--- src/design/qte_pkg.sv ---
// Shared widths, constants, the arctangent table and the term record
// of the quaternion to Euler angle converter. Depends on nothing.
`timescale 1ns / 1ps
package qte_pkg;

	localparam int QW = 16;          // quaternion component width
	localparam int PW = 32;          // product of two components
	localparam int TW = 36;          // sine and cosine terms, Q28
	localparam int CW = 44;          // normalized rotation vector
	localparam int ZW = 26;          // angle accumulator, 1/65536 degree
	localparam int RW = 17;          // rounded angle, 1/128 degree
	localparam int STEPS = 22;       // rotation steps
	localparam int NORM_MSB = 40;    // target top bit after normalization
	localparam int SQ_STEPS = 29;    // root bits of the cosine of pitch
	localparam int RADW = 2 * SQ_STEPS;
	localparam int REMW = SQ_STEPS + 4;
	localparam int QUEUE_DEPTH = 4;
	localparam int ROLLW = 16;
	localparam int PITCHW = 15;

	localparam logic signed [TW-1:0] ONE_Q28 = TW'(64'sd268435456);
	localparam logic signed [ZW-1:0] HALF_TURN = ZW'(32'sd11796480);
	localparam logic signed [RW-1:0] LIM_HALF = RW'(23040);
	localparam logic signed [RW-1:0] LIM_QUARTER = RW'(11520);

	// atan(2^-i) in degrees scaled by 65536, rounded to nearest.
	localparam logic [21:0] ATAN_TAB [STEPS] = '{
		22'd2949120, 22'd1740967, 22'd919879, 22'd466945, 22'd234379, 22'd117304,
		22'd58670, 22'd29335, 22'd14668, 22'd7334, 22'd3667, 22'd1833, 22'd917,
		22'd458, 22'd229, 22'd115, 22'd57, 22'd29, 22'd14, 22'd7, 22'd4, 22'd2
	};

	typedef struct packed {
		logic signed [TW-1:0] sinr;
		logic signed [TW-1:0] cosr;
		logic signed [TW-1:0] sinp;
		logic signed [TW-1:0] siny;
		logic signed [TW-1:0] cosy;
	} terms_t;

endpackage

--- src/design/qte_fifo.sv ---
// Short queue of term records between the front end and the back end.
// Depends on qte_pkg.
`timescale 1ns / 1ps
module qte_fifo #(
	parameter int DEPTH = qte_pkg::QUEUE_DEPTH
) (
	input  logic            clk,
	input  logic            arst_n,
	input  logic            in_valid,
	output logic            in_ready,
	input  qte_pkg::terms_t in_data,
	output logic            out_valid,
	input  logic            out_ready,
	output qte_pkg::terms_t out_data
);

	localparam int AW = (DEPTH > 1) ? $clog2(DEPTH) : 1;
	localparam int NW = $clog2(DEPTH + 1);

	qte_pkg::terms_t mem_q [DEPTH];
	logic [AW-1:0] wr_ptr_q, rd_ptr_q;
	logic [NW-1:0] count_q;
	logic push, pop;

	assign in_ready = (count_q != NW'(DEPTH));
	assign out_valid = (count_q != '0);
	assign out_data = mem_q[rd_ptr_q];
	assign push = in_valid && in_ready;
	assign pop = out_valid && out_ready;

	always_ff @(posedge clk or negedge arst_n) begin
		if (!arst_n) begin
			wr_ptr_q <= '0;
			rd_ptr_q <= '0;
			count_q <= '0;
		end else begin
			if (push) begin
				wr_ptr_q <= (wr_ptr_q == AW'(DEPTH - 1)) ? '0 : wr_ptr_q + 1'b1;
			end
			if (pop) begin
				rd_ptr_q <= (rd_ptr_q == AW'(DEPTH - 1)) ? '0 : rd_ptr_q + 1'b1;
			end
			if (push && !pop) begin
				count_q <= count_q + 1'b1;
			end else if (pop && !push) begin
				count_q <= count_q - 1'b1;
			end
		end
	end

	always_ff @(posedge clk) begin
		if (push) begin
			mem_q[wr_ptr_q] <= in_data;
		end
	end

endmodule

--- config.mk ---
export PLATFORM = sky130hd
export DESIGN_NAME = qte_fifo
export DESIGN_NICKNAME = d
export VERILOG_FILES = /design/src/design/qte_pkg.sv /design/src/design/qte_fifo.sv
export SDC_FILE = /design/constraint.sdc
export NUM_CORES = 1
export LEC_CHECK = 0
export ABC_AREA = 1
export BUFFER_PORTS_ARGS = -buffer_cell sky130_fd_sc_hd__buf_2
export CAP_MARGIN = 5
export CORE_MARGIN = 4
export CORE_UTILIZATION = 34
export CTS_BUF_LIST = sky130_fd_sc_hd__clkbuf_16
export DETAILED_ROUTE_END_ITERATION = 7
export GPL_TIMING_DRIVEN = 0
export PLACE_DENSITY = 0.53
export SYNTH_ARGS = -nofsm -noshare
export SYNTH_HDL_FRONTEND = slang
export SYNTH_SLANG_ARGS = --single-unit
--- constraint.sdc ---
create_clock -name clk -period 21.2 [get_ports clk]
set_clock_uncertainty 0.05 [all_clocks]
set_input_delay 4.24 -clock clk [delete_from_list [all_inputs] [get_ports clk]]
set_output_delay 4.24 -clock clk [all_outputs]
set_load 0.005 [all_outputs]
==> results of run 1 <==
where the power goes:
| group | switching [W] | leakage [nW] | internal [W] |
|---|---|---|---|
| Sequential | 0.0000598 | 6.68 | 0.00188 |
| Clock | 0.000563 | 1.32 | 0.000793 |
| Combinational | 0.00116 | 5.96 | 0.000583 |
| Total | 0.00179 | 14.0 | 0.00326 |
per-stage QoR:
step                instances  power, W
floorplan                2158   0.00292
global placement         3657   0.00383
detailed placement       3690   0.00376
CTS                      3842   0.00514
global route             3845   0.00535
finish                   3852   0.00504
metal layers:
layer,GRT usage (%),vias to the layer above,share of wire (%)
met3,4.89,145,6.9
met4,5.13,26,2.5
met2,30.5,485,50
met1,21.1,8937,41
li1,-,8541,-
met5,0,-,0.20
sequential cells by signal, summed over array words and instances (netlist names):
name and flops:
count_q 3, mem_q 720, rd_ptr_q 2, wr_ptr_q 2
kinds of logic after synthesis:
kind of cell               after synthesis  share of synthesized area (%)
xor gates and xnor gates                 1                         0.0305
and+or+nand+nor                        569                           7.47
DFF                                    727                           75.8
buffers and inverters                  493                           6.94
AOI/OAI and AO/OA                      361                           9.42
adders and majority gates                7                          0.331
cell usage in the layout, fill, tap and decap left out:
cell / Yosys / routed
diode_2: 0 / 10
o21ai_0: 1 / 1
buf_16: 0 / 4
bufinv_16: 0 / 7
dfrtp_1: 7 / 7
inv_1: 373 / 389
inv_2: 1 / 1
nand4_1: 1 / 1
fa_1: 1 / 1
inv_6: 0 / 4
o211ai_1: 360 / 360
nor2_1: 6 / 2
buf_1: 5 / 5
clkinv_8: 0 / 3
buf_2: 74 / 439
ha_1: 6 / 6
xnor2_1: 1 / 1
clkinv_2: 0 / 8
nand2_1: 555 / 555
buf_4: 14 / 14
clkinv_1: 0 / 21
clkinvlp_4: 0 / 6
edfxtp_1: 720 / 720
clkbuf_1: 26 / 26
clkinv_4: 0 / 5
buf_12: 0 / 29
clkbuf_16: 0 / 82
nor2_4: 0 / 4
nand3_1: 7 / 7
cell type report:
cell class                      instances  area, um2
Timing Repair Buffer                  398       2520
Clock buffer                           82       2050
Antenna cell                           10       25.0
Buffer                                119        592
Tap cell                             1134       1420
Clock inverter                         70        562
Sequential cell                       727      21800
Inverter                              374       1400
Multi-Input combinational cell        938       4990
Fill cell                            7654      48300
worst max-delay path, delay by kind of cell, from the launching register on:
family	cells	cell delay [ps]
buf+inv	3	1290
flops	1	360
simple gates	2	330
compound gates	1	100
final timing paths:
kind                                         start                     end  cells after the start  slack, ps
setup / recovery           rd_ptr_q[0]$_DFFE_PN0P_            out_data[46]                      6      14210
hold / removal              count_q[2]$_DFFE_PN0P_  count_q[2]$_DFFE_PN0P_                      2        470
setup reg to reg            count_q[0]$_DFFE_PN0P_  mem_q[2][88]$_DFFE_PP_                      8      18310
hold reg to reg             count_q[2]$_DFFE_PN0P_  count_q[2]$_DFFE_PN0P_                      2        470
max in group asynchronous                   arst_n  count_q[2]$_DFFE_PN0P_                      1      17520
min in group asynchronous                   arst_n  count_q[0]$_DFFE_PN0P_                      1       3420
==> flow_summary.toml, run 1 <==
[clocking]
postCtsSetupBuffers = 0
clk_transition_reported_paths_ps = 50
cts_max_level = 3
cts_tree = "done"
clock-root-buffer = "clkbuf_16"
cts_resized = 0
cts_buffers = 82
clock_latency_ps = 600
cts.sinks = 727
hold_buffers = 0
clk_path_buf_depth = 3

[yosys]
yosys-top-cells-count = "720 x edfxtp_1, 555 x nand2_1, 373 x inv_1"
synth.most_common_cell = "edfxtp_1"
synthFlopType = "edfxtp_1"
yosysSeqAreaShare_pct = 75.8
synth_edf_count = 720
synth_top_area_share_pct = 75.2
async_flop_share_pct = 0.963
ys.warnings.count = 0
syn_area_um2 = 28800
ys_types = 17
ys_top_cells_by_area = "edfxtp_1 75%, o211ai_1 9.4%, nand2_1 7.2%, inv_1 4.9%, buf_2 1.3%"
syn_area_per_cell_um2 = 13.3
syn_inst = 2158
synth-seq-cells = 727
synth_nets = 2349
synth_top_cell_by_area = "edfxtp_1"

[routing]
wl_mm = 79.9
vias_per_cell = 4.71
vias = 18100
route.detailed.drc = 0
first_pass_iters = 7
drtAntennaViolNets = 0
drt_iter0_markers = 1027
avgRoutedWirePerCell_um = 20.7

[power_and_ir_drop]
peakVddDrop_mv = 0.0925
power_density_nw_per_um2 = 143
cellLeakagePower_nw = 14.0

[critical_path]
cp_slowest_stage_delay_ps = 600
start_kind = "register"
crit_required_ps = 16910
path_class = "register to primary output"
cp_slowest_cell = "clkbuf_1"
end_kind = "primary output"
path_cells = "buf_2, clkbuf_1, nand2_1, o211ai_1, nand2_1, buf_2"
critPathMaxFanout = 10
cp.arrival_ps = 2700

[sta]
fin_crit_sh_pct = 33.0
grt_setup_unrepaired = "false"
fmax_mhz = 143
setup-violations-final = 0
setup_ws_ps = 14210
finalHoldWorstSlack_ps = 474
finalMaxSlewViolations = 0
maxSlewHeadroom_pct = 49.2
tightest_slew_ps = 762
tns_ps = 0
min_period_ps = 6990
finalHoldViolCount = 0

[global_route]
antenna_found_initial = 23
grt_first_pass_wirelength_mm = 117
first_global_vias = 18600
track_usage_pct = 17.4
grt-ovfl-total = 0
grt_max_degree = 27

[floorplan]
die_area_um2 = 89300
core_area_um2 = 83700
die_x_um = 299
die_h_um = 299
num_rows = 106
initial_core_util_pct = 34.4
ios = 366

[layout]
area_growth_pct = 23.0
final_core_util_pct = 42.2
nets = 2831
final_cell_area_um2 = 35400
drive_gt1_share_pct = 22.4

[placed_design]
place_area_um2 = 32700
dp_worst_setup_slack_ps = 14570
portBuffers = 365
place.gp.congestion = 0.767
place_hpwl_mm = 51.9

[outcome]
outcome = "completed"

[flow_run]
drv_cap = 0

[min_path]
hp-class = "register to register"
No activity file was read; power rests on OpenSTA's default activity.
==> run 2, diff against run 1 <==
- PLACE_DENSITY: 0.53 -> 0.54
- clock period: 21.2 -> 6.02 ns (I/O delays scaled with it)
==> run 2 against run 1 <==
  * Critical path depth unchanged
  * Sequential power increased to 3.5 times the previous value
  * Register-to-register slack worse by 15000 ps
  * Power increased to 3.5 times the previous value
  * Routed wire length shrank 1.0%
  * Combinational power rose to 3.5 times the previous value
  * Clock-buffer cell count stayed put
  * First-iteration DRC count increased by 1.2%
  * Global-route usage decreased by 0.093 points
  * Largest cell class unchanged
  * Largest power group unchanged
==> flow_summary.toml, run 2 (synthesized netlist as in run 1, its figures left out) <==
[global_route]
first_global_vias = 18800
grt_max_degree = 26
track_usage_pct = 17.3
antenna_found_initial = 24
grt-ovfl-total = 0
grt_first_pass_wirelength_mm = 117

[clocking]
cts_resized = 0
postCtsSetupBuffers = 0
hold_buffers = 0
cts.sinks = 727
cts_buffers = 82
clock_latency_ps = 610
clock-root-buffer = "clkbuf_16"
clk_path_buf_depth = 3
cts_max_level = 3
clk_transition_reported_paths_ps = 60
cts_tree = "done"

[floorplan]
die_x_um = 299
initial_core_util_pct = 34.4
die_h_um = 299
num_rows = 106
die_area_um2 = 89300
ios = 366
core_area_um2 = 83700

[power_and_ir_drop]
report.power.total_w = 0.0177
power_switching_w = 0.00628
power_density_nw_per_um2 = 501
p_int_w = 0.0114
peakVddDrop_mv = 0.300
clkPwrFrac_pct = 26.9
switching_share_pct = 35.4
seqPwrFrac_pct = 38.6
cellLeakagePower_nw = 14.0
comb_power_share_pct = 34.5

[layout]
registers.top_by_ff_count = "mem_q"
final_cell_area_um2 = 35400
largest_reg_flops = 720
layout_common_cells = "720 x edfxtp_1, 555 x nand2_1, 439 x buf_2"
layout_commonest_cell = "edfxtp_1"
final_cells = 3852
nets = 2831
area_growth_pct = 23.0
fill_cells = 7605
drive_gt1_share_pct = 22.4
reg.largest.list = "mem_q (720), count_q (3)"
final_core_util_pct = 42.3

[placed_design]
dp.cells = 3690
place_area_um2 = 32700
place.gp.congestion = 0.762
portBuffers = 365
place_hpwl_mm = 51.4

[flow_run]
drv_cap = 0

[routing]
wl_mm = 79.0
drtAntennaViolNets = 0
drt_iter0_markers = 1039
wl_met3_mm = 5.85
drt-met1-wl_mm = 32.2
met2_wirelength_mm = 39.2
first_pass_iters = 5
vias_per_cell = 4.70
vias = 18100
avgRoutedWirePerCell_um = 20.5
top_layer = "met5"
route.detailed.drc = 0

[outcome]
outcome = "completed"

[critical_path]
cp_slowest_stage_delay_ps = 400
reg2reg_slack_ps = 3160
crit_required_ps = 4770
path_cells = "inv_2, buf_2, buf_2, o211ai_1, nand2_1, buf_2"
worstSetupStartpoint = "rd_ptr_q[1]$_DFFE_PN0P_"
critPathMaxFanout = 10
path_class = "register to primary output"
r2r-end = "mem_q[2][88]$_DFFE_PP_"
crit_path_end = "out_data[135]"
path_buf_inv = 4
cp_slowest_cell = "dfrtp_1"
crit_family = "buffers and inverters"
start_kind = "register"
reg2reg_depth = 7
cpMostUsedCell = "buf_2"
critical_path_depth = 6
cp.arrival_ps = 2600
end_kind = "primary output"
r2r-start = "count_q[0]$_DFFE_PN0P_"

[sta]
setup-violations-final = 0
grt_setup_unrepaired = "false"
tightest_slew_ps = 809
fmax_mhz = 259
maxSlewHeadroom_pct = 46.0
tns_ps = 0
finalHoldViolCount = 0
min_period_ps = 3860
finalMaxSlewViolations = 0
fin_crit_sh_pct = 64.0

[min_path]
hp-class = "primary input to asynchronous set/reset pin"
[run 2: cell count changes in the layout (fill, tap and decap cells not counted), moves of 4 or more]
cell | previous run | this run
clkinv_1 | 21 | 15
clkinv_2 | 8 | 12
clkinvlp_4 | 6 | 2
inv_1 | 389 | 393
[run 2: layer usage]
| layer | vias to the layer above | track usage (%) |
|---|---|---|
| li1 | 8545 | - |
| met1 | 8916 | 21.2 |
| met2 | 514 | 30.2 |
| met3 | 119 | 4.98 |
| met4 | 18 | 4.69 |
| met5 | - | 0 |
[run 2: how the worst min path moves through the flow]
stage | cells after the start | to | start
finish | 1 | rd_ptr_q[1]$_DFFE_PN0P_ | arst_n
floorplan | 2 | count_q[2]$_DFFE_PN0P_ | count_q[2]$_DFFE_PN0P_
detailed placement | 2 | count_q[2]$_DFFE_PN0P_ | count_q[2]$_DFFE_PN0P_
global placement | 2 | count_q[2]$_DFFE_PN0P_ | count_q[2]$_DFFE_PN0P_
global route | 1 | rd_ptr_q[1]$_DFFE_PN0P_ | arst_n
CTS | 1 | rd_ptr_q[1]$_DFFE_PN0P_ | arst_n
[run 2: power by group through the flow]
stage | logic [W] | clock network, W | registers (W)
final | 0.00612 | 0.00476 | 0.00683
after global routing | 0.00678 | 0.00514 | 0.00690
after CTS | 0.00631 | 0.00491 | 0.00684
after detailed placement | 0.00628 | 0 | 0.00694
after global placement | 0.00591 | 0 | 0.00727
after floorplan | 0.00309 | 0 | 0.00706
[run 2: layout make-up]
cell class / instances / area (um2) / area share, %
plain buffers: 119 / 592 / 1.67
repair buffers: 398 / 2530 / 7.16
flip-flops and latches: 727 / 21800 / 61.6
inverters: 374 / 1400 / 3.97
well taps: 1134 / 1420 / 4.01
multi-input cells: 938 / 4990 / 14.1
diodes: 12 / 30.0 / 0.0849
clock inverters: 68 / 562 / 1.59
clock buffers: 82 / 2050 / 5.80
[run 2: through the flow]
step / hold slack, ps / setup WS, ps
6_report: 373 / 2160
5_1_grt: 341 / 1980
4_1_cts: 316 / 2030
3_5_place_dp: 458 / 2490
3_3_place_gp: 434 / -5470
2_1_floorplan: 413 / -564
==> run 3, diff against run 2 <==
- clock period: 6.02 -> 3.5 ns (I/O delays scaled with it)
==> run 3 against run 2 <==
  * Routed wire length up 1.1%
  * Via count up 0.31%
  * Worst hold slack worse by 120 ps
  * Largest power group unchanged
==> flow_summary.toml, run 3 (synthesized netlist as in run 1, its figures left out) <==
[outcome]
outcome = "completed"

[min_path]
worstHoldStart = "in_data[14]"
whs_path_depth = 1
hp-class = "primary input to register"
holdPathEnd = "mem_q[0][14]$_DFFE_PP_"

[routing]
drt_iter0_markers = 1256
vias = 18200
drtAntennaViolNets = 0
wl_mm = 79.9
vias_per_cell = 4.72
route.detailed.drc = 0
avgRoutedWirePerCell_um = 20.8
first_pass_iters = 5

[layout]
reg.largest.list = "mem_q (720), count_q (3)"
registers.top_by_ff_count = "mem_q"
drive_gt1_share_pct = 22.4
final_cells = 3849
largest_reg_flops = 720
layout_common_cells = "720 x edfxtp_1, 554 x nand2_1, 438 x buf_2"
layout_commonest_cell = "edfxtp_1"
fill_cells = 7695
nets = 2830
area_growth_pct = 22.6

[sta]
tightest_slew_ps = 769
tns_ps = 0
maxSlewHeadroom_pct = 48.6
fin_crit_sh_pct = 93.5
fmax_mhz = 306
setup-violations-final = 0
min_period_ps = 3270
finalHoldWorstSlack_ps = 255
grt_setup_unrepaired = "false"
finalMaxSlewViolations = 0
finalHoldViolCount = 0

[critical_path]
cp.arrival_ps = 2520
end_kind = "primary output"
start_kind = "register"
critPathMaxFanout = 10
cp_slowest_cell = "clkbuf_1"
crit_family = "buffers and inverters"
path_class = "register to primary output"
crit_required_ps = 2750
path_buf_inv = 3
r2r-start = "count_q[0]$_DFFE_PN0P_"
r2r-end = "mem_q[1][21]$_DFFE_PP_"
reg2reg_depth = 8
path_cells = "buf_2, clkbuf_1, nand2_1, o211ai_1, nand2_1, buf_2"
reg2reg_slack_ps = 980
cp_slowest_stage_delay_ps = 540

[placed_design]
place.gp.congestion = 0.746
portBuffers = 365
dp.cells = 3690
place_hpwl_mm = 52.7

[global_route]
grt_max_degree = 27
grt-ovfl-total = 0
grt_first_pass_wirelength_mm = 118
first_global_vias = 18700
antenna_found_initial = 18
track_usage_pct = 17.5

[floorplan]
die_area_um2 = 89300
ios = 366
num_rows = 106
initial_core_util_pct = 34.4
die_x_um = 299
core_area_um2 = 83700
die_h_um = 299

[power_and_ir_drop]
peakVddDrop_mv = 0.436
power_density_nw_per_um2 = 857
cellLeakagePower_nw = 13.9
report.power.total_w = 0.0302

[clocking]
clock_latency_ps = 600
cts_buffers = 80
clock-root-buffer = "clkbuf_16"
cts_tree = "done"
clk_path_buf_depth = 3
cts.sinks = 727
cts_max_level = 3
clk_transition_reported_paths_ps = 60

[flow_run]
drv_cap = 0
-- run 3: area by class of cell --
cell class	count	area [um2]	area share [%]
inverters	374	1400	3.98
plain buffers	119	598	1.70
flip-flops and latches	727	21800	61.8
repair buffers	399	2550	7.23
multi-input cells	938	5010	14.2
diodes	14	35.0	0.0994
clock inverters	64	448	1.27
clock buffers	80	2000	5.68
well taps	1134	1420	4.02
-- run 3: where the power goes --
part | switching, W | internal, W
registers | 0.000364 | 0.0114
logic | 0.00707 | 0.00355
clock network | 0.00335 | 0.00448
-- run 3: per-layer routing --
| metal | track usage [%] | wire (um) |
|---|---|---|
| met1 | 21.8 | 32600 |
| met2 | 30.7 | 40400 |
| met3 | 4.06 | 5280 |
| met4 | 4.33 | 1590 |
| met5 | 0 | 67 |
-- run 3: how the worst max path moves through the flow --
stage	startpoint	slack, ps	endpoint	cells past startpoint
floorplan	in_valid	-430	mem_q[0][0]$_DFFE_PP_	2
global placement	in_valid	-3260	mem_q[3][62]$_DFFE_PP_	3
detailed placement	rd_ptr_q[0]$_DFFE_PN0P_	660	out_data[46]	6
CTS	rd_ptr_q[0]$_DFFE_PN0P_	7	out_data[46]	6
global route	rd_ptr_q[1]$_DFFE_PN0P_	30	out_data[135]	6
finish	rd_ptr_q[0]$_DFFE_PN0P_	230	out_data[73]	6
-- run 3: repair_timing --
item	4_1_cts	5_1_grt
hold buffers	1	0
setup buffers	0	0
hold endpoints to repair	7	0
gates resized for setup	0	5
setup endpoints to repair	0	10
-- run 3: stage by stage --
stage / instance area [um2] / setup WS, ps / utilization [%]
6_report: 35300 / 227 / 42.1
3_5_place_dp: 32800 / 660 / 39.1
5_1_grt: 35200 / 33.5 / 42.1
3_3_place_gp: 32000 / -3260 / 38.3
2_1_floorplan: 28800 / -428 / -
4_1_cts: 35200 / 6.70 / 42.1
